<file path="src/hw/rtl/tla_pkg.sv">
// shared types, constants and lookup functions for the tank level averaging alarm
`timescale 1ns / 1ps
`default_nettype none

package tla_pkg;

	localparam int PROBE_W  = 9;
	localparam int LEVEL_W  = 7;
	localparam int SEG_W    = 16;
	localparam int DIGIT_W  = 4;
	localparam int S_DATA_W = 16;
	localparam int M_DATA_W = 40;

	localparam logic [LEVEL_W-1:0] LEVEL_MAX    = 7'd99;
	localparam logic [LEVEL_W-1:0] THRESH_RESET = 7'd20;

	// combinational result of one word, before segment decode
	typedef struct packed {
		logic [LEVEL_W-1:0] level;
		logic               alarm;
		logic               updated;
	} avg_result_t;

	// highest active probe wins, no probe means empty
	function automatic logic [LEVEL_W-1:0] encode_level(input logic [PROBE_W-1:0] bits);
		logic [LEVEL_W-1:0] lvl;
		begin
			if (bits[8])      lvl = 7'd99;
			else if (bits[7]) lvl = 7'd90;
			else if (bits[6]) lvl = 7'd80;
			else if (bits[5]) lvl = 7'd60;
			else if (bits[4]) lvl = 7'd50;
			else if (bits[3]) lvl = 7'd40;
			else if (bits[2]) lvl = 7'd20;
			else if (bits[1]) lvl = 7'd10;
			else if (bits[0]) lvl = 7'd5;
			else              lvl = 7'd0;
			return lvl;
		end
	endfunction

	// port pattern of one decimal digit
	function automatic logic [SEG_W-1:0] seg_pattern(input logic [DIGIT_W-1:0] digit);
		logic [SEG_W-1:0] pat;
		begin
			case (digit)
				4'd0: begin
					pat = 16'h8000;
				end
				4'd1: begin
					pat = 16'hF330;
				end
				4'd2: begin
					pat = 16'h4BDF;
				end
				4'd3: begin
					pat = 16'h63DF;
				end
				4'd4: begin
					pat = 16'h33FF;
				end
				4'd5: begin
					pat = 16'h26DF;
				end
				4'd6: begin
					pat = 16'h07DF;
				end
				4'd7: begin
					pat = 16'hF3DF;
				end
				4'd8: begin
					pat = 16'h03DF;
				end
				4'd9: begin
					pat = 16'h23DF;
				end
				default: begin
					pat = 16'h8000;
				end
			endcase
			return pat;
		end
	endfunction

endpackage

`default_nettype wire

</file>
<file path="src/hw/rtl/tla_accum.sv">
// window accumulator, average by reciprocal multiply and alarm compare
`timescale 1ns / 1ps
`default_nettype none

module tla_accum #(
	parameter int WINDOW_SAMPLES = 25
) (
	input  wire logic                        clk,
	input  wire logic                        arst_n,
	input  wire logic                        step,
	input  wire logic [tla_pkg::LEVEL_W-1:0] sample_level,
	input  wire logic [tla_pkg::LEVEL_W-1:0] threshold,
	output tla_pkg::avg_result_t             result
);
	import tla_pkg::*;

	localparam int IDX_W     = $clog2(WINDOW_SAMPLES + 1);
	localparam int SUM_W     = $clog2(99 * WINDOW_SAMPLES + 1);
	localparam int DIV_SHIFT = 20;
	localparam int MULT_W    = DIV_SHIFT + 1;
	localparam int PROD_W    = SUM_W + MULT_W;
	localparam logic [MULT_W-1:0] DIV_MULT =
		MULT_W'((2 ** DIV_SHIFT + WINDOW_SAMPLES - 1) / WINDOW_SAMPLES);

	logic [IDX_W-1:0]   index_q;
	logic [SUM_W-1:0]   sum_q;
	logic [LEVEL_W-1:0] level_q;
	logic               alarm_q;
	logic               window_done;
	logic [PROD_W-1:0]  product;
	logic [LEVEL_W-1:0] avg;

	assign window_done = (index_q == IDX_W'(WINDOW_SAMPLES));

	// sum stays far below 2^20 / window, so the scaled reciprocal is exact
	assign product = PROD_W'(sum_q) * PROD_W'(DIV_MULT);
	assign avg     = product[DIV_SHIFT +: LEVEL_W];

	always_comb begin
		result.level   = window_done ? avg : level_q;
		result.alarm   = window_done ? (avg <= threshold) : alarm_q;
		result.updated = window_done;
	end

	always_ff @(posedge clk or negedge arst_n) begin
		if (!arst_n) begin
			index_q <= '0;
			sum_q   <= '0;
			level_q <= '0;
			alarm_q <= 1'b0;
		end else if (step) begin
			if (window_done) begin
				index_q <= '0;
				sum_q   <= '0;
				level_q <= avg;
				alarm_q <= result.alarm;
			end else begin
				index_q <= index_q + IDX_W'(1);
				sum_q   <= sum_q + SUM_W'(sample_level);
			end
		end
	end

endmodule

`default_nettype wire

</file>
<file path="src/hw/rtl/tla_disp.sv">
// two digit split and seven segment port patterns
`timescale 1ns / 1ps
`default_nettype none

module tla_disp (
	input  wire logic [tla_pkg::LEVEL_W-1:0] level,
	output logic      [tla_pkg::SEG_W-1:0]   tens_seg,
	output logic      [tla_pkg::SEG_W-1:0]   units_seg
);
	import tla_pkg::*;

	logic [DIGIT_W-1:0] tens;
	logic [LEVEL_W-1:0] tens_x10;
	logic [LEVEL_W-1:0] units_full;

	// tens digit by parallel compares, level never exceeds 99
	always_comb begin
		tens = '0;
		for (int k = 1; k <= 9; k++) begin
			if (level >= LEVEL_W'(k * 10)) begin
				tens = DIGIT_W'(k);
			end
		end
	end

	assign tens_x10   = (LEVEL_W'(tens) << 3) + (LEVEL_W'(tens) << 1);
	assign units_full = level - tens_x10;

	assign tens_seg  = seg_pattern(tens);
	assign units_seg = seg_pattern(units_full[DIGIT_W-1:0]);

endmodule

`default_nettype wire

</file>
<file path="src/hw/rtl/tank_level_average_alarm.sv">
// top level of the tank level averaging alarm
`timescale 1ns / 1ps
`default_nettype none

// tank level averaging alarm. each input word carries nine probe bits; the
// highest active probe gives a level of 5..99 percent (0 with no probe). the
// first WINDOW_SAMPLES words of a window are summed, the next word takes no
// sample and instead latches sum / WINDOW_SAMPLES as the shown level, sets
// the alarm when that level is at or below the threshold, and starts a new
// window. every input word gives exactly one output word with the shown
// level, the alarm, both digit port patterns and an updated flag on tuser.
// one word per clock sustained while m_tready holds high; on the way out a word passes
// an input register, then the accumulator with its reciprocal multiply and the
// segment decode feed the output register. the threshold is sampled only
// on an averaging word; before the first average level and alarm read 0.
module tank_level_average_alarm #(
	parameter int WINDOW_SAMPLES = 25
) (
	input  wire logic        clk,
	input  wire logic        arst_n,
	// input stream
	input  wire logic        s_tvalid,
	output logic             s_tready,
	input  wire logic [15:0] s_tdata,    // [8:0] probe_bits, rest zero
	// output stream
	output logic             m_tvalid,
	input  wire logic        m_tready,
	output logic      [39:0] m_tdata,    // [6:0] shown_level, [7] alarm,
	                                     // [23:8] tens_segments, [39:24] units_segments
	output logic      [0:0]  m_tuser,    // [0] updated
	// threshold register
	input  wire logic        cfg_we,
	input  wire logic [6:0]  cfg_wdata   // alarm_threshold
);
	import tla_pkg::*;

	// input register
	logic               valid_s1;
	logic [PROBE_W-1:0] probe_s1;

	// output register
	logic               out_valid_q;
	logic [LEVEL_W-1:0] level_q;
	logic               alarm_q;
	logic [SEG_W-1:0]   tens_seg_q;
	logic [SEG_W-1:0]   units_seg_q;
	logic               updated_q;

	logic [LEVEL_W-1:0] threshold_q;
	logic               advance;
	logic               out_load;
	avg_result_t        avg_res;
	logic [SEG_W-1:0]   tens_seg;
	logic [SEG_W-1:0]   units_seg;

	// output slot free or draining this cycle
	assign advance  = !out_valid_q || m_tready;
	assign out_load = valid_s1 && advance;
	assign s_tready = !valid_s1 || advance;

	always_ff @(posedge clk or negedge arst_n) begin
		if (!arst_n) begin
			threshold_q <= THRESH_RESET;
		end else if (cfg_we) begin
			threshold_q <= cfg_wdata;
		end
	end

	always_ff @(posedge clk or negedge arst_n) begin
		if (!arst_n) begin
			valid_s1 <= 1'b0;
		end else if (s_tready) begin
			valid_s1 <= s_tvalid;
		end
	end

	always_ff @(posedge clk) begin
		if (s_tready && s_tvalid) begin
			probe_s1 <= s_tdata[PROBE_W-1:0];
		end
	end

	// running sum, window count and latched average
	tla_accum #(
		.WINDOW_SAMPLES(WINDOW_SAMPLES)
	) u_accum (
		.clk         (clk),
		.arst_n      (arst_n),
		.step        (out_load),
		.sample_level(encode_level(probe_s1)),
		.threshold   (threshold_q),
		.result      (avg_res)
	);

	// digit patterns of the level shown after this word
	tla_disp u_disp (
		.level    (avg_res.level),
		.tens_seg (tens_seg),
		.units_seg(units_seg)
	);

	always_ff @(posedge clk or negedge arst_n) begin
		if (!arst_n) begin
			out_valid_q <= 1'b0;
		end else if (out_load) begin
			out_valid_q <= 1'b1;
		end else if (m_tready) begin
			out_valid_q <= 1'b0;
		end
	end

	always_ff @(posedge clk) begin
		if (out_load) begin
			level_q     <= avg_res.level;
			alarm_q     <= avg_res.alarm;
			tens_seg_q  <= tens_seg;
			units_seg_q <= units_seg;
			updated_q   <= avg_res.updated;
		end
	end

	assign m_tvalid   = out_valid_q;
	assign m_tdata    = {units_seg_q, tens_seg_q, alarm_q, level_q};
	assign m_tuser[0] = updated_q;

	logic [LEVEL_W-1:0] u_level_prev_q;

	always_ff @(posedge clk or negedge arst_n) begin
		if (!arst_n) begin
			u_level_prev_q <= '0;
		end else if (out_load) begin
			u_level_prev_q <= avg_res.level;
		end
	end

	// averaged level never leaves the percent range
	a_level_range: assert property (@(posedge clk) disable iff (!arst_n)
		m_tvalid |-> (m_tdata[6:0] <= LEVEL_MAX))
		else $error("shown level above 99");

	// a stalled input word holds until the output side drains
	a_s1_hold: assert property (@(posedge clk) disable iff (!arst_n)
		(valid_s1 && !advance) |=> (valid_s1 && $stable(probe_s1)))
		else $error("input register lost a stalled word");

	// level zero shows zero on both digits
	a_zero_digits: assert property (@(posedge clk) disable iff (!arst_n)
		(m_tvalid && (m_tdata[6:0] == 7'd0)) |->
		((m_tdata[23:8] == seg_pattern(4'd0)) && (m_tdata[39:24] == seg_pattern(4'd0))))
		else $error("segment patterns disagree with level zero");

	// a word with no new average repeats the level of the word before it
	a_level_kept: assert property (@(posedge clk) disable iff (!arst_n)
		(out_load && !avg_res.updated) |=> (level_q == $past(u_level_prev_q)))
		else $error("level changed without an averaging word");

endmodule

`default_nettype wire

</file>
<file path="config.mk">
export PLATFORM = sky130hd
export DESIGN_NAME = tank_level_average_alarm
export DESIGN_NICKNAME = d
export VERILOG_FILES = /design/src/hw/rtl/tla_pkg.sv /design/src/hw/rtl/tla_accum.sv /design/src/hw/rtl/tla_disp.sv /design/src/hw/rtl/tank_level_average_alarm.sv
export SDC_FILE = /design/constraint.sdc
export NUM_CORES = 1
export LEC_CHECK = 0
export ABC_AREA = 1
export BUFFER_PORTS_ARGS = -buffer_cell sky130_fd_sc_hd__buf_4
export CAP_MARGIN = 20
export CORE_MARGIN = 1.5
export CORE_UTILIZATION = 55
export CTS_CLUSTER_DIAMETER = 50
export DETAILED_ROUTE_END_ITERATION = 10
export PLACE_DENSITY_LB_ADDON = 0.15
export SETUP_SLACK_MARGIN = 0.2
export SYNTH_ARGS = -nofsm -noshare
export SYNTH_HDL_FRONTEND = slang
export SYNTH_SLANG_ARGS = --single-unit
</file>
<file path="constraint.sdc">
create_clock -name clk -period 5.9 [get_ports clk]
set_input_delay 0.59 -clock clk [delete_from_list [all_inputs] [get_ports clk]]
set_output_delay 0.59 -clock clk [all_outputs]
set_load 0.005 [all_outputs]
</file>
==> flow_summary.yaml <==
timing:
  final.min_clock_period_ns: 6.226
  setup_viol: 21
  setup_repair_after_global_routing_missed_its_margin: "true"
  timing_hold_violations_final: 0
  fin_crit_sh: 1.055
  slew-limit-headroom: 0.4311
  clock_skew_ns: 0.008377
  max_clock_freq_ghz: 0.1606
  timing.setup.tns_ns: -5.198
  layout_setup_ws_ns: -0.3265
  worst-slew-pin-transition_ns: 0.8502
  final_max_slew_viol_count: 0
worst_setup_path:
  setup.worst_path.end_class: "register"
  crit-reg2reg-launch: "u_accum.sum_q[8]$_DFFE_PN0P_"
  rrSetupSlack_ns: -0.33
  crit_start: "u_accum.sum_q[8]$_DFFE_PN0P_"
  timing_worst_setup_path_type: "register to register"
  cp_max_fo: 7
  crit_path_top_delay_cell: "sky130_fd_sc_hd__fa_1"
  critical_path_required_ns: 6.00
  r2r_cells: 31
  critical-path-top-cell-by-count: "sky130_fd_sc_hd__fa_1"
  critical_path_sink: "units_seg_q[15]$_DFFE_PP_"
  critical_path.reg2reg.endpoint: "units_seg_q[15]$_DFFE_PP_"
  worst_path_largest_cell_delay_ns: 0.57
  start_kind: "register"
  worst-endpoint-arrival_ns: 6.33
die:
  rows: 41
  i_o_pin_count: 71
  start_util: 0.5673
  core_region_area_um2: 12720
  die_h_um: 117.6
  design.die.area_um2: 13820
  die_width_um: 117.6
layout:
  layoutNonFillerInstCount: 1222
  final.fill_count: 893
  nNetsFinal: 1228
  multiInputGateArea_um2: 4742
  diodes: 0
  flow.area_growth_from_synthesis_pct: 31.85
  finish.instance_area_um2: 9515
  drive_gt1_frac: 0.3390
  finish.utilization: 0.7479
  regArea_um2: 1999
place:
  hpwl_um: 12640
  gp_routability_congestion: 0.9165
  place_inst: 1156
  port-buffer-count: 63
  postPlaceCellArea_um2: 8498
grt:
  initial_antenna_violation_count: 0
  grt_first_pass_wirelength_um: 27910
  first_global_vias: 6139
  grtUsageTotal: 0.2510
  grt-ovfl-total: 0
  grt_max_degree: 35
logic_synthesis:
  mappedNetlistNets: 1049
  async_flop_share: 0.4722
  post_synth_instance_area_um2: 7217
  synth_enable_flop_cells: 38
  syn-instance-count: 866
  count_of_different_cell_masters_after_synthesis: 48
  ys_dominant_reg_cell: "sky130_fd_sc_hd__edfxtp_1"
  synth_sequential_area_ratio: 0.2764
  yosys_warnings: 0
  syn_avg_cell_area_um2: 8.334
  synth-seq-cells: 72
cts:
  clockBufferDepth: 2
  clock_sinks: 72
  cts_made_buffers: 9
  clk_tree_root_cell: "sky130_fd_sc_hd__clkbuf_16"
  clock_insertion_delay_worst_skew_ns: 0.34
  cts_clk_pin_slew_worst_paths_ns: 0.06
  ctsHoldBuffers: 0
  cts_tree: "yes"
  clock_tree.htree_level_count: 3
route:
  drt_first_pass_iters: 6
  vias_per_cell: 5.129
  drt_first_iter_violations: 354
  routedWlPerCell_um: 14.75
  routed_wl_um: 18030
  routed-via-count: 6268
  drt.antenna.violating_nets: 0
  detail_route.drc_violations: 0
status:
  failed_checks: "negative setup slack"
  status: "complete, but fails checks"
min_path:
  timing.hold.worst.class: "primary input to async pin"
run:
  timing.max_cap.violations: 0
==> Yosys cell counts (2+ instances only) <==
master	number	area, um2
sky130_fd_sc_hd__mux2_2	2	22.52
sky130_fd_sc_hd__o32ai_1	3	26.28
sky130_fd_sc_hd__fa_1	44	880.8
sky130_fd_sc_hd__clkbuf_1	4	15.01
sky130_fd_sc_hd__or2_2	4	25.02
sky130_fd_sc_hd__xnor2_1	5	43.79
sky130_fd_sc_hd__nand2_4	6	67.56
sky130_fd_sc_hd__nor2_2	3	18.77
sky130_fd_sc_hd__nor3_1	9	45.04
sky130_fd_sc_hd__nand4_1	6	37.54
sky130_fd_sc_hd__o31ai_1	2	15.01
sky130_fd_sc_hd__inv_2	11	41.29
sky130_fd_sc_hd__ha_1	111	1389
sky130_fd_sc_hd__dfrtp_1	32	800.8
sky130_fd_sc_hd__nand2_2	13	81.33
sky130_fd_sc_hd__nand2_1	169	634.4
sky130_fd_sc_hd__o211ai_1	2	15.01
sky130_fd_sc_hd__dfstp_2	2	52.55
sky130_fd_sc_hd__o21a_1	2	15.01
sky130_fd_sc_hd__a21oi_1	32	160.2
sky130_fd_sc_hd__o21bai_1	2	15.01
sky130_fd_sc_hd__nand3_2	7	70.07
sky130_fd_sc_hd__buf_4	13	97.59
sky130_fd_sc_hd__xor2_1	6	52.55
sky130_fd_sc_hd__nor3_2	2	20.02
sky130_fd_sc_hd__nand3_1	27	135.1
sky130_fd_sc_hd__o22ai_1	4	25.02
sky130_fd_sc_hd__inv_1	195	732.0
sky130_fd_sc_hd__nand3b_1	3	22.52
sky130_fd_sc_hd__edfxtp_1	38	1141
sky130_fd_sc_hd__nor2_1	61	229.0
sky130_fd_sc_hd__o21ai_0	29	145.1
sky130_fd_sc_hd__o21ai_2	2	17.52
==> sequential cells by signal (all words and copies together) (netlist names), 5 cells and up <==
signal           cells
units_seg_q         10
threshold_q          7
u_accum.sum_q       12
u_accum.level_q      7
probe_s1             9
level_q              7
u_accum.index_q      5
tens_seg_q          10
==> metal layers <==
| metal | wire, um | vias up | global-route usage |
|---|---|---|---|
| li1 | - | 3075 | - |
| met1 | 7290 | 2888 | 0.2955 |
| met2 | 8916 | 214 | 0.4493 |
| met3 | 851 | 91 | 0.04554 |
| met4 | 971 | 0 | 0.1075 |
| met5 | 0 | - | 0 |
==> final cells by class <==
type	instances	area share
multi-input combinational	569	0.4984
clock buffer	9	0.02367
tap	172	0.02262
sequential	72	0.2101
timing repair buffer	186	0.1515
inverter	207	0.08297
clock inverter	7	0.01078
==> cell usage in the layout, fill, tap and decap left out, types with 10 or more instances in the layout <==
| master | n |
|---|---|
| sky130_fd_sc_hd__inv_1 | 177 |
| sky130_fd_sc_hd__buf_4 | 174 |
| sky130_fd_sc_hd__nand2_1 | 141 |
| sky130_fd_sc_hd__ha_1 | 96 |
| sky130_fd_sc_hd__nor2_1 | 46 |
| sky130_fd_sc_hd__fa_1 | 43 |
| sky130_fd_sc_hd__edfxtp_1 | 38 |
| sky130_fd_sc_hd__nand2_2 | 33 |
| sky130_fd_sc_hd__dfrtp_1 | 28 |
| sky130_fd_sc_hd__inv_2 | 26 |
| sky130_fd_sc_hd__a21oi_1 | 25 |
| sky130_fd_sc_hd__o21ai_0 | 25 |
| sky130_fd_sc_hd__nand3_1 | 24 |
| sky130_fd_sc_hd__nor2_2 | 14 |
| sky130_fd_sc_hd__nand2_4 | 13 |
| sky130_fd_sc_hd__buf_6 | 12 |
| sky130_fd_sc_hd__ha_4 | 10 |
==> cell families (layout without fill, tap and decap cells) <==
group / after synthesis / after routing / share of synthesized area
AND/OR/NAND/NOR: 314 / 314 / 0.1978
buffers and inverters: 225 / 409 / 0.1241
adder cells (fa/ha/maj): 155 / 155 / 0.3145
AO/OA/AOI/OAI: 86 / 86 / 0.06935
flip-flops: 72 / 72 / 0.2764
XOR/XNOR: 11 / 11 / 0.01335
multiplexers: 3 / 3 / 0.004507
==> through the flow <==
| step | hold WS, ns | worst slack (ns) |
|---|---|---|
| after floorplan | 0.2944 | 0.05739 |
| after global placement | 0.4619 | -0.1937 |
| after detailed placement | 0.4725 | -0.2573 |
| after CTS | 0.2078 | -0.09473 |
| after global routing | 0.2276 | -0.5846 |
| final | 0.1909 | -0.3265 |
==> timing repair <==
item                                    4_1_cts  5_1_grt
setup buffers                                40       10
gates resized for setup                      54       41
cloned                                        0        0
pin swaps                                    48       30
endpoints found under the setup margin       18       22
==> how the worst min path moves through the flow <==
stage	endpoint	slack [ns]	depth (start not counted)
global route	threshold_q[1]$_DFFE_PN0P_	0.23	1
finish	threshold_q[1]$_DFFE_PN0P_	0.19	1
detailed placement	u_accum.level_q[6]$_DFFE_PN0P_	0.47	2
floorplan	m_tvalid$_DFFE_PN0P_	0.29	0
global placement	u_accum.level_q[6]$_DFFE_PN0P_	0.46	2
CTS	threshold_q[5]$_DFFE_PN0P_	0.21	1
==> worst max-delay path: cells and delay by family (launching register included) <==
| family | cells | cell delay (ns) |
|---|---|---|
| AOI/OAI and AO/OA | 4 | 0.77 |
| adders and majority gates | 7 | 2.90 |
| buffers and inverters | 7 | 0.49 |
| DFF | 1 | 0.41 |
| and+or+nand+nor | 13 | 1.42 |
Power is not shown: default switching activity piles up to over one toggle a cycle in this logic, so the estimate is an artifact.
